--- config.mk ---
export PLATFORM = sky130hd
export DESIGN_NAME = msf_eval
export DESIGN_NICKNAME = d
export VERILOG_FILES = /design/src/hdl/msf_pkg.sv /design/src/hdl/msf_eval.sv
export SDC_FILE = /design/constraint.sdc
export NUM_CORES = 1
export LEC_CHECK = 0
export BUFFER_PORTS_ARGS = -buffer_cell sky130_fd_sc_hd__buf_2
export CAP_MARGIN = 40
export CORE_AREA = 2 2 86 88
export DETAILED_ROUTE_END_ITERATION = 16
export DIE_AREA = 0 0 88 90
export GPL_TIMING_DRIVEN = 1
export MAX_ROUTING_LAYER = met4
export PLACE_DENSITY = 0.74
export SYNTH_ARGS = -nofsm -noshare
export SYNTH_HDL_FRONTEND = slang
export SYNTH_SLANG_ARGS = --single-unit
--- constraint.sdc ---
create_clock -name vclk -period 6.1
set_input_delay 0.61 -clock vclk [all_inputs]
set_output_delay 0.61 -clock vclk [all_outputs]
set_load 0.005 [all_outputs]
--- src/hdl/msf_pkg.sv ---
// Shared types and constants of the memory value search filter.
`timescale 1ns / 1ps

package msf_pkg;

    // Field widths
    localparam int ADDR_W    = 18;
    localparam int WADDR_W   = ADDR_W - 2;
    localparam int COUNT_W   = 19;
    localparam int DATA_W    = 32;
    localparam int LANES     = 4;

    // Running count saturates at all ones
    localparam logic [COUNT_W-1:0] TALLY_MAX = '1;

    // Item modes (codes above MODE_QUERY act as a query)
    localparam logic [2:0] MODE_START    = 3'd0;
    localparam logic [2:0] MODE_CMP_SNAP = 3'd1;
    localparam logic [2:0] MODE_CMP_VAL  = 3'd2;
    localparam logic [2:0] MODE_REFRESH  = 3'd3;
    localparam logic [2:0] MODE_QUERY    = 3'd4;

    // Compare codes
    localparam logic [2:0] OP_EQ = 3'd0;
    localparam logic [2:0] OP_NE = 3'd1;
    localparam logic [2:0] OP_LT = 3'd2;
    localparam logic [2:0] OP_LE = 3'd3;
    localparam logic [2:0] OP_GT = 3'd4;
    localparam logic [2:0] OP_GE = 3'd5;

    // Element size codes
    localparam logic [1:0] SIZE_BYTE = 2'd0;
    localparam logic [1:0] SIZE_HALF = 2'd1;
    localparam logic [1:0] SIZE_WORD = 2'd2;

    // Configuration register indexes
    localparam logic [1:0] REG_COMPARE_OP     = 2'd0;
    localparam logic [1:0] REG_ELEMENT_SIZE   = 2'd1;
    localparam logic [1:0] REG_SIGNED_COMPARE = 2'd2;
    localparam logic [1:0] REG_SEARCH_VALUE   = 2'd3;

    typedef struct packed {
        logic [2:0]        compare_op;
        logic [1:0]        element_size;
        logic              signed_compare;
        logic [DATA_W-1:0] search_value;
    } cfg_t;

    typedef struct packed {
        logic               en;
        logic [WADDR_W-1:0] addr;
    } store_rd_t;

    typedef struct packed {
        logic               en;
        logic [WADDR_W-1:0] addr;
        logic [LANES-1:0]   cand;
        logic [DATA_W-1:0]  snap;
    } store_wr_t;

    typedef struct packed {
        logic [LANES-1:0]  cand;
        logic [DATA_W-1:0] snap;
        logic              hit;
    } eval_out_t;

endpackage

--- src/hdl/msf_eval.sv ---
// Per-element update: snapshot merge, compare and candidate bit rewrite.
`timescale 1ns / 1ps

module msf_eval (
    input  msf_pkg::cfg_t               cfg,
    input  logic [2:0]                  mode,
    input  logic [1:0]                  lane,
    input  logic [msf_pkg::DATA_W-1:0]  current_value,
    input  logic [msf_pkg::LANES-1:0]   old_cand,
    input  logic [msf_pkg::DATA_W-1:0]  old_snap,
    input  logic [msf_pkg::LANES-1:0]   in_range,
    output msf_pkg::eval_out_t          res
);

    // Zero- or sign-extend an element to 32 bits
    function automatic logic [msf_pkg::DATA_W-1:0] widen(
        input logic [msf_pkg::DATA_W-1:0] v,
        input logic [1:0]                 size,
        input logic                       sgn
    );
        logic [msf_pkg::DATA_W-1:0] w;
        case (size)
            msf_pkg::SIZE_HALF: w = {{16{sgn & v[15]}}, v[15:0]};
            msf_pkg::SIZE_WORD: w = v;
            default:            w = {{24{sgn & v[7]}}, v[7:0]};
        endcase
        return w;
    endfunction

    logic [msf_pkg::LANES-1:0]  elem_mask;
    logic [msf_pkg::DATA_W-1:0] byte_mask;
    logic [msf_pkg::DATA_W-1:0] range_bits;
    logic [msf_pkg::DATA_W-1:0] repl;
    logic [msf_pkg::DATA_W-1:0] snap_in;
    logic [msf_pkg::DATA_W-1:0] raw;
    logic [msf_pkg::DATA_W-1:0] op_a;
    logic [msf_pkg::DATA_W-1:0] op_b;
    logic                       cmp_pass;
    logic                       do_cmp;
    logic [msf_pkg::LANES-1:0]  cand_in;

    // Lane masks of the element and of stored bytes
    always_comb
    begin
        case (cfg.element_size)
            msf_pkg::SIZE_HALF:
            begin
                elem_mask = 4'b0011 << lane;
                repl      = {2{current_value[15:0]}};
            end
            msf_pkg::SIZE_WORD:
            begin
                elem_mask = 4'b1111;
                repl      = current_value;
            end
            default:
            begin
                elem_mask = 4'b0001 << lane;
                repl      = {4{current_value[7:0]}};
            end
        endcase
        for (int k = 0; k < msf_pkg::LANES; k++)
        begin
            byte_mask[8*k +: 8]  = {8{elem_mask[k]}};
            range_bits[8*k +: 8] = {8{in_range[k]}};
        end
    end

    // Bytes outside memory read as zero
    assign snap_in = old_snap & range_bits;
    assign cand_in = old_cand & in_range;
    assign raw     = snap_in >> {lane, 3'b000};

    // Operands, sign bit flipped for signed order
    always_comb
    begin
        op_a = widen(current_value, cfg.element_size, cfg.signed_compare);
        op_b = (mode == msf_pkg::MODE_CMP_SNAP)
             ? widen(raw, cfg.element_size, cfg.signed_compare)
             : cfg.search_value;
        if (cfg.signed_compare)
        begin
            op_a[31] = ~op_a[31];
            op_b[31] = ~op_b[31];
        end
        case (cfg.compare_op)
            msf_pkg::OP_EQ: cmp_pass = (op_a == op_b);
            msf_pkg::OP_NE: cmp_pass = (op_a != op_b);
            msf_pkg::OP_LT: cmp_pass = (op_a <  op_b);
            msf_pkg::OP_LE: cmp_pass = (op_a <= op_b);
            msf_pkg::OP_GT: cmp_pass = (op_a >  op_b);
            default:        cmp_pass = (op_a >= op_b);
        endcase
    end

    assign do_cmp = ((mode == msf_pkg::MODE_CMP_SNAP) || (mode == msf_pkg::MODE_CMP_VAL))
                 && (cfg.compare_op <= msf_pkg::OP_GE)
                 && cand_in[lane];

    // Next word contents
    always_comb
    begin
        res.cand = cand_in;
        res.snap = snap_in;
        case (mode)
            msf_pkg::MODE_START:
            begin
                res.snap = (snap_in & ~byte_mask) | (repl & byte_mask);
                res.cand = cand_in | (elem_mask & in_range);
            end
            msf_pkg::MODE_REFRESH:
            begin
                res.snap = (snap_in & ~byte_mask) | (repl & byte_mask);
            end
            msf_pkg::MODE_CMP_SNAP, msf_pkg::MODE_CMP_VAL:
            begin
                if (do_cmp && !cmp_pass)
                begin
                    res.cand = cand_in & ~elem_mask;
                end
            end
            default:
            begin
                res.cand = cand_in;
            end
        endcase
        res.hit = res.cand[lane];
    end

endmodule
* Word-level counts from Yosys, hierarchy flattened
Index checks and enable logic that the tools add are counted.
W data, S select, Z words.
** Word-level totals
- Flip-flop bits (word level) :: 0
- Output and inout bits :: 37
- Logic and storage cells :: 60
** Operators by class
- Magnitude comparators :: 6
- Equality and inequality tests :: 11
- Shift-type cells :: 3
- Muxes and demuxes :: 15
- Bitwise gates (word level) :: 16
- Reductions and logical operators :: 9
** Operators by type and width (count)
- $pmux W32 S2 :: 3
- $and A32 B32 Y32 :: 3
- $mux W32 :: 2
- $eq A32 B32 Y1 :: 1
- $ge A32 B32 Y1 :: 1
- $gt A32 B32 Y1 :: 1
- $le A32 B32 Y1 :: 1
- $lt A32 B32 Y1 :: 1
- $ne A32 B32 Y1 :: 1
- $not A32 Y32 :: 1
- $or A32 B32 Y32 :: 1
- $shr A32 B5 Y32 :: 1
- $pmux W4 S2 :: 2
- $and A4 B4 Y4 :: 3
- $eq A3 B2 Y1 const B :: 4
- $eq A3 B1 Y1 const B :: 2
- $logic_not A3 Y1 :: 2
- $pmux W1 S5 :: 1
- $and A1 B1 Y1 :: 4
- $bmux W1 S2 :: 2
- $mux W1 :: 4
- $mux W4 :: 1
- $not A4 Y4 :: 1
- $or A4 B4 Y4 :: 1
- other kinds (12) :: 16

* Logic depth before layout (Yosys ltp)
Gate-level depths: netlist of the first run.
- Word-level depth :: 15
- Gate-level depth with buffers :: 18

* Worst setup path after synthesis of the first run
Ideal clock, no wire load.
- Kind :: input -> output
- Start point :: in in_range[2] (netlist name)
- End point :: out res[0] (netlist name)
- Arrival :: 3.863 ns
- Slack :: 1.627 ns
- Stages :: 17
- Buffers on the path :: 2
- Cell sequence :: clkbuf_1 > nand2_1 > o21ai_0 > mux2i_1 > nor2b_1 > o21ai_1 > clkbuf_1 > a2bb2oi_1 > ha_1 > nand4_2 > nor4_2 > nand3_1 > or3_1 > o311ai_2 > o311ai_4 > o2111ai_1 > nand4_1
** RTL lines
- from (decl) :: RTL line msf_eval.sv:11 : input logic [msf_pkg::LANES-1:0] in_range,
- to (decl) :: RTL line msf_eval.sv:12 : output msf_pkg::eval_out_t res

==> flow_summary.json, run 1 <==
{
  "yosysWarnings": 0,
  "final_common_cell": "buf_2",
  "seqCellArea_sq_um": 0,
  "ant_nets": 0,
  "place_inst": 737,
  "synth_fa_ha_area_share_pct": 13.8,
  "cts_setup_buffers": 0,
  "fin_setup_tns_ns": 0,
  "die_h_microns": 90,
  "cp.arrival_ns": 5.11,
  "place_hpwl_mm": 11.1,
  "route.detailed.drc": 0,
  "multiInputGateArea_sq_um": 2750,
  "core_area_sq_um": 7020,
  "avgViaCountPerCell": 6.19,
  "crit_end": "res[0]",
  "outcome": "finished, final reports clean",
  "synth-xor-area-share_pct": 1.14,
  "synth_cells": 516,
  "synthMuxAreaShare_pct": 0.326,
  "finalSetupViolations": 0,
  "report.final.slew_viol_count": 0,
  "post-route-period-util_pct": 93.8,
  "synth-simple-area-share_pct": 28.6,
  "diodes": 0,
  "finalNonFillerCells": 737,
  "grt.total_usage_pct": 34.1,
  "hold_viol_final": 0,
  "io_pins": 152,
  "path_class": "input port to output pin",
  "start_util_pct": 43.8,
  "end_kind": "output pin",
  "gr-total-overflow": 0,
  "grt_setup_unrepaired": "false",
  "seq_cells": 0,
  "drtIter0Drc": 428,
  "io_buffers": 152,
  "vias": 4559,
  "final_cell_area_sq_um": 3790,
  "grt_pass1_wl_mm": 21.2,
  "placed_area_sq_um": 3790,
  "dieArea_sq_um": 7920,
  "holdBufCountCts": 0,
  "place_congestion": 1.06,
  "grt_max_degree": 59,
  "fin_crit_ns": 5.72,
  "drt_first_pass_iters": 5,
  "nFillCells": 765,
  "synth.cell_area_sq_um": 3070,
  "syn_area_per_cell_sq_um": 5.96,
  "drive_above_1_share_pct": 27.4,
  "core.rowCount": 31,
  "grt_pass1_vias": 4250,
  "yosysSeqAreaShare_pct": 0,
  "crit_fanout": 58,
  "clkbuf_count": 0,
  "fin_util_pct": 54.0,
  "vdd_drop_max_mv": 0.0511,
  "worst_pin_slew_ns": 0.884,
  "die_w_microns": 88,
  "cts_resized": 0,
  "drv_cap": 0,
  "yosysUniqueCellTypes": 54,
  "wirelength_mm": 13.8,
  "power_mw": 0.345,
  "powerDensity_nw_per_um2": 91.1,
  "antenna_found_initial": 0,
  "worstPathRequired_ns": 5.49,
  "max_slew_margin_pct": 41.1,
  "startpoint": "lane[0]",
  "synth_top_family_by_area": "compound AO/OA/AOI/OAI gates",
  "syn2layout_area_growth_pct": 23.4,
  "p_leak_nw": 1.82,
  "routedWlPerCell_microns": 18.7,
  "critPathLaunchType": "input port",
  "synthesis.nets": 665,
  "synth_compound_area_share_pct": 45.7,
  "min_path_type": "input port to output pin",
  "max_freq_mhz": 175,
  "nNetsFinal": 789,
  "mostFrequentLayoutCells": "buf_2 (152), nand2_1 (109), o21ai_0 (62), a21oi_1 (59), nor2_1 (39)"
}
per-stage QoR:
stage / setup slack (ns) / hold slack [ns]
6_report: 0.380 / 1.57
4_1_cts: 0.556 / 1.57
3_3_place_gp: 0.707 / 1.57
5_1_grt: 0.0400 / 1.61
2_1_floorplan: 1.63 / 1.32
3_5_place_dp: 0.564 / 1.57
worst min-delay path by stage:
stage,from,endpoint,cells past startpoint,slack (ns)
floorplan,current_value[0],res[1],2,1.32
global placement,current_value[0],res[1],4,1.57
detailed placement,current_value[0],res[1],4,1.57
CTS,current_value[0],res[1],4,1.57
global route,old_snap[2],res[3],4,1.61
finish,current_value[0],res[1],4,1.57
worst max-delay path, cell delays in order:
cell and delay [ns]:
buf_2 0.67, o21ai_0 0.28, mux2i_1 0.26, nor2b_1 0.09
a21oi_1 0.45, inv_1 0.09, o22ai_1 0.17, xor2_1 0.10
ha_1 0.31, nand4_2 0.11, nor4_2 0.47, nand3_1 0.25
or3_1 0.38, o311ai_2 0.11, o311ai_4 0.22, o2111ai_1 0.27
nand4_1 0.12, buf_2 0.14
logic make-up after synthesis:
| kind of cell | after synthesis |
|---|---|
| AO/OA/AOI/OAI | 221 |
| XOR/XNOR | 4 |
| buffers and inverters | 57 |
| multiplexers | 1 |
| AND/OR/NAND/NOR | 199 |
| adder cells (fa/ha/maj) | 34 |
Yosys cell counts (3+ instances only):
| cell type | count | area share [%] |
|---|---|---|
| clkbuf_8 | 9 | 4.0 |
| o311a_1 | 6 | 2.0 |
| ha_1 | 34 | 14 |
| o41ai_1 | 4 | 1.1 |
| o211ai_1 | 5 | 1.2 |
| o21ai_0 | 62 | 10 |
| nor2_1 | 39 | 4.8 |
| a311oi_1 | 6 | 1.7 |
| a211oi_1 | 9 | 2.2 |
| nand2_1 | 109 | 13 |
| a31oi_1 | 31 | 6.3 |
| a2bb2oi_1 | 9 | 2.6 |
| o2111ai_1 | 4 | 1.1 |
| clkbuf_1 | 32 | 3.9 |
| nand3b_1 | 7 | 1.7 |
| nand3_1 | 20 | 3.3 |
| a22oi_1 | 7 | 1.7 |
| a21oi_1 | 59 | 9.6 |
| nand4_1 | 7 | 1.4 |
| nor2b_1 | 4 | 0.81 |
| inv_1 | 13 | 1.6 |
| o211a_1 | 3 | 0.98 |
cell type report:
class | count | share of cell area, %
inverters | 13 | 1.29
multi-input cells | 459 | 72.6
repair buffers | 166 | 22.8
well taps | 99 | 3.27
power breakdown:
group	switching, mW	leakage [nW]	total [mW]	internal [mW]
clock	0	0	0	0
combinational	0.207	1.82	0.345	0.138
sequential	0	0	0	0
layer usage:
metal  track usage (%)  part of all wire (%)  up-vias
li1                  -                     -     2177
met1              44.2                    41     2076
met2              54.9                    46      261
met3              3.31                   8.6       45
met4              11.4                   3.9        0
met5                 -                     0        -
Note: power is estimated with default switching activity, not from simulation.
==> run 2: changes to the inputs <==
--- a/config.mk
+++ b/config.mk
@@ -7,12 +7,12 @@
 export LEC_CHECK = 0
 export BUFFER_PORTS_ARGS = -buffer_cell sky130_fd_sc_hd__buf_2
 export CAP_MARGIN = 40
-export CORE_AREA = 2 2 86 88
+export CORE_AREA = 2 2 80 82
 export DETAILED_ROUTE_END_ITERATION = 16
-export DIE_AREA = 0 0 88 90
+export DIE_AREA = 0 0 82 84
 export GPL_TIMING_DRIVEN = 1
 export MAX_ROUTING_LAYER = met4
-export PLACE_DENSITY = 0.74
+export PLACE_DENSITY = 0.85
 export SYNTH_ARGS = -nofsm -noshare
 export SYNTH_HDL_FRONTEND = slang
 export SYNTH_SLANG_ARGS = --single-unit
==> flow_summary.json, run 2 (synthesized netlist as in run 1, its figures left out) <==
{
  "outcome": "finished, final reports clean",
  "drtIter0Drc": 556,
  "grt.total_usage_pct": 39.3,
  "report.final.slew_viol_count": 0,
  "seq_cells": 0,
  "gr-max-usage-layer": "met2",
  "finalNonFillerCells": 716,
  "final_common_cell": "buf_2",
  "pwr-share-clk_pct": 0,
  "worstPathRequired_ns": 5.49,
  "grt_max_degree": 45,
  "min_path_type": "input port to output pin",
  "grt_setup_unrepaired": "false",
  "max_slew_margin_pct": 38.6,
  "avgViaCountPerCell": 6.54,
  "post-route-period-util_pct": 91.4,
  "vias": 4686,
  "fin_crit_ns": 5.58,
  "p_sw_share_pct": 60.1,
  "routedWlPerCell_microns": 19.3,
  "nFillCells": 662,
  "holdBufCountCts": 0,
  "grt_pass1_wl_mm": 20.8,
  "powerDensity_nw_per_um2": 92.4,
  "hold_viol_final": 0,
  "p_switching_mw": 0.210,
  "antenna_found_initial": 0,
  "cts_resized": 0,
  "vdd_drop_max_mv": 0.0659,
  "wirelength_mm": 13.8,
  "max_freq_mhz": 179,
  "core_area_sq_um": 6100,
  "grt.met2_usage_pct": 64.8,
  "place_inst": 716,
  "hold_slack_ns": 1.59,
  "place_congestion": 1.01,
  "drive_above_1_share_pct": 27.5,
  "crit_fanout": 19,
  "io_pins": 152,
  "met3_usage_pct": 4.76,
  "gr-total-overflow": 0,
  "diodes": 0,
  "cts_setup_buffers": 0,
  "cp.arrival_ns": 4.97,
  "nNetsFinal": 790,
  "route.detailed.drc": 0,
  "finalSetupViolations": 0,
  "drt_first_pass_iters": 6,
  "drv_cap": 0,
  "fin_setup_tns_ns": 0,
  "place_hpwl_mm": 11.0,
  "grt_pass1_vias": 4237,
  "start_util_pct": 50.4,
  "critPathLaunchType": "input port",
  "die_h_microns": 84,
  "syn2layout_area_growth_pct": 22.8,
  "end_kind": "output pin",
  "pwr-share-comb_pct": 100.0,
  "io_buffers": 152,
  "met1_usage_pct": 49.2,
  "dieArea_sq_um": 6890,
  "ant_nets": 0,
  "worst_pin_slew_ns": 0.917,
  "mostFrequentLayoutCells": "buf_2 (152), nand2_1 (109), o21ai_0 (62), a21oi_1 (59), nor2_1 (39)",
  "core.rowCount": 29,
  "path_class": "input port to output pin",
  "hold_depth": 4,
  "clkbuf_count": 0,
  "die_w_microns": 82,
  "seqCellArea_sq_um": 0,
  "cell_internal_pwr_mw": 0.139,
  "seq_power_share_pct": 0,
  "p_leak_nw": 1.82
}
[run 2: changes by cell type in the layout (fill, tap and decap cells not counted)]
cell	previous run	this run
buf_4	14	15
[run 2: worst paths after layout]
path	to	slack, ns	from
worst min-delay path	res[4]	1.59	old_snap[3]
worst max-delay path	res[0]	0.52	in_range[2]
[run 2: final cells by class]
type / instances / area, sq um / share of cell area [%]
inverters: 13 / 48.8 / 1.29
multi-input cells: 459 / 2750 / 73.0
well taps: 77 / 96.3 / 2.55
repair buffers: 167 / 873 / 23.2
[run 2: power by group through the flow]
stage,Sequential (mW),Combinational (mW),Clock [mW]
detailed placement,0,0.338,0
finish,0,0.348,0
global placement,0,0.332,0
CTS,0,0.340,0
global route,0,0.382,0
floorplan,0,0.214,0
[run 2: stage by stage]
step                cell area [sq um]  util [%]  setup slack (ns)  total power [mW]
global placement                 3760      61.8             0.760             0.332
CTS                              3770      61.9             0.684             0.340
finish                           3770      61.9             0.522             0.348
floorplan                        3070         -              1.63             0.214
detailed placement               3770      61.9             0.707             0.338
global route                     3770      61.9             0.316             0.382
[run 2: worst max-delay path, stage by stage]
cell       delay (ns)
buf_2            0.29
a31oi_1          0.14
o21ai_0          0.42
nand3_1          0.34
nand2_1          0.39
a31oi_1          0.10
a2bb2oi_1        0.18
ha_1             0.29
nand4_1          0.19
nor4_2           0.51
nand3_1          0.25
or3_1            0.38
o311ai_2         0.13
o311ai_4         0.22
o2111ai_1        0.26
nand4_1          0.12
buf_2            0.15
[run 2: routing by layer]
metal	wire length, microns	part of all wire (%)
met5	0	0
met4	493	3.6
met3	1540	11
met2	6460	47
met1	5320	39
==> run 3: changes to the inputs <==
--- a/config.mk
+++ b/config.mk
@@ -5,11 +5,12 @@
 export SDC_FILE = /design/constraint.sdc
 export NUM_CORES = 1
 export LEC_CHECK = 0
+export ABC_AREA = 1
 export BUFFER_PORTS_ARGS = -buffer_cell sky130_fd_sc_hd__buf_2
 export CAP_MARGIN = 40
-export CORE_AREA = 2 2 80 82
+export CORE_AREA = 2 2 82 84
 export DETAILED_ROUTE_END_ITERATION = 16
-export DIE_AREA = 0 0 82 84
+export DIE_AREA = 0 0 84 86
 export GPL_TIMING_DRIVEN = 1
 export MAX_ROUTING_LAYER = met4
 export PLACE_DENSITY = 0.85
==> constraint.sdc (replaced) <==
create_clock -name vclk -period 6.1
set_input_delay 0 -clock vclk [all_inputs]
set_output_delay 0 -clock vclk [all_outputs]
set_load 0.005 [all_outputs]
==> flow_summary.json, run 3 <==
{
  "core.rowCount": 29,
  "post-route-period-util_pct": 65.7,
  "place_congestion": 1.11,
  "yosysWarnings": 0,
  "antenna_found_initial": 0,
  "ant_nets": 0,
  "cp_common_cell": "nand2_1",
  "clkbuf_count": 0,
  "drive_above_1_share_pct": 26.8,
  "seqCellArea_sq_um": 0,
  "grt.total_usage_pct": 41.3,
  "fin_setup_tns_ns": 0,
  "vdd_drop_max_mv": 0.0826,
  "die_h_microns": 86,
  "critPathLaunchType": "input port",
  "fin_crit_ns": 4.01,
  "io_buffers": 152,
  "drt_first_pass_iters": 6,
  "yosysSeqAreaShare_pct": 0,
  "min_from": "old_snap[3]",
  "crit_end": "res[0]",
  "synth-simple-area-share_pct": 34.0,
  "grt_pass1_wl_mm": 23.6,
  "core_area_sq_um": 6280,
  "startpoint": "cfg[33]",
  "yosys-top-cells-count": "nand2_1 (173), o21ai_0 (84), inv_1 (52)",
  "wirelength_mm": 15.1,
  "yosys-top-cells-area": "nand2_1 (20%), ha_1 (13%), o21ai_0 (13%), inv_1 (5.9%), o21ai_1 (5.6%)",
  "start_util_pct": 52.4,
  "finalSetupViolations": 0,
  "synth-xor-area-share_pct": 0.532,
  "holdBufCountCts": 0,
  "syn_area_per_cell_sq_um": 5.28,
  "synth_most_common_cell": "nand2_1",
  "grt_setup_unrepaired": "false",
  "p_leak_nw": 2.12,
  "avgViaCountPerCell": 6.34,
  "routedWlPerCell_microns": 18.4,
  "cts_setup_buffers": 0,
  "syn2layout_area_growth_pct": 22.1,
  "synth.cell_area_sq_um": 3290,
  "diodes": 0,
  "crit_fanout": 36,
  "synthesis.nets": 772,
  "report.final.slew_viol_count": 0,
  "worst_pin_slew_ns": 0.880,
  "drtIter0Drc": 587,
  "grt_max_degree": 55,
  "worstPathRequired_ns": 6.10,
  "crit_slowest_cell": "inv_1",
  "max_stage_delay_ns": 0.50,
  "cts_resized": 0,
  "synth_cells": 623,
  "max_slew_margin_pct": 41.3,
  "mostFrequentLayoutCells": "nand2_1 (173), buf_2 (152), o21ai_0 (84), inv_1 (52)",
  "io_pins": 152,
  "seq_cells": 0,
  "synth_top_family_by_area": "compound AO/OA/AOI/OAI gates",
  "synth_compound_area_share_pct": 40.0,
  "path_class": "input port to output pin",
  "max_freq_mhz": 250,
  "powerDensity_nw_per_um2": 95.8,
  "yosys.area.top_type": "nand2_1",
  "min_path_type": "input port to output pin",
  "hold_viol_final": 0,
  "gr-total-overflow": 0,
  "grt_pass1_vias": 4754,
  "cp.arrival_ns": 4.01,
  "synth_fa_ha_area_share_pct": 12.9,
  "fin_util_pct": 64.0,
  "end_kind": "output pin",
  "outcome": "finished, final reports clean",
  "synth_top_area_share_pct": 19.7,
  "route.detailed.drc": 0,
  "drv_cap": 0,
  "yosysUniqueCellTypes": 41,
  "nNetsFinal": 893,
  "final_common_cell": "nand2_1",
  "synthMuxAreaShare_pct": 0,
  "die_w_microns": 84,
  "place_hpwl_mm": 12.2,
  "vias": 5192,
  "dieArea_sq_um": 7220
}
-- run 3: changes by cell type after synthesis, sizes merged, moves of 9 or more --
cell and delta:
a21oi -27, buf +14, clkbuf -20, inv +51, o22ai +16, a211oi -9
a2bb2oi -9, nand2 +73, o21ai +59
-- run 3: power breakdown --
group / leakage (nW) / internal [mW] / total [mW] / switching (mW)
combinational: 2.12 / 0.141 / 0.385 / 0.244
clock: 0 / 0 / 0 / 0
sequential: 0 / 0 / 0 / 0
-- run 3: critical path, delay by kind of cell --
family          cells  cell delay [ns]
simple gates       13             1.25
fa+ha+maj           2             0.57
buf+inv             8             1.44
compound gates      3             0.73
-- run 3: stage by stage --
| step | area [sq um] | std cells | worst slack (ns) | power, mW | hold slack [ns] |
|---|---|---|---|---|---|
| after floorplan | 3290 | 623 | 3.37 | 0.242 | 0.114 |
| after global placement | 4010 | 818 | 2.18 | 0.363 | 0.336 |
| after detailed placement | 4020 | 819 | 2.23 | 0.371 | 0.351 |
| after CTS | 4020 | 819 | 2.22 | 0.373 | 0.353 |
| after global routing | 4020 | 819 | 1.78 | 0.422 | 0.375 |
| final | 4020 | 819 | 2.09 | 0.385 | 0.351 |
-- run 3: layer usage --
metal	wire, microns	up-vias	GRT usage [%]
met4	567	0	14.5
met2	6710	464	66.6
met5	0	-	-
met1	5830	2270	53.3
li1	-	2400	-
met3	1960	58	5.49
-- run 3: cells by family (layout without fill, tap and decap cells) --
family / after synthesis / after routing
AND/OR/NAND/NOR: 254 / 254
AO/OA/AOI/OAI: 231 / 231
buffers and inverters: 102 / 221
adder cells (fa/ha/maj): 34 / 34
XOR/XNOR: 2 / 2
-- run 3: layout make-up --
class / instances / area, sq um
tap: 77 / 96.3
fill: 637 / 2260
timing repair buffer: 157 / 798
multi-input combinational: 521 / 2880
inverter: 64 / 240
-- run 3: worst min-delay path by stage --
stage	to	slack, ns	depth (start not counted)
2_1_floorplan	res[28]	0.11	2
3_3_place_gp	res[4]	0.34	4
3_5_place_dp	res[4]	0.35	4
4_1_cts	res[31]	0.35	4
5_1_grt	res[31]	0.37	4
6_report	res[4]	0.35	4
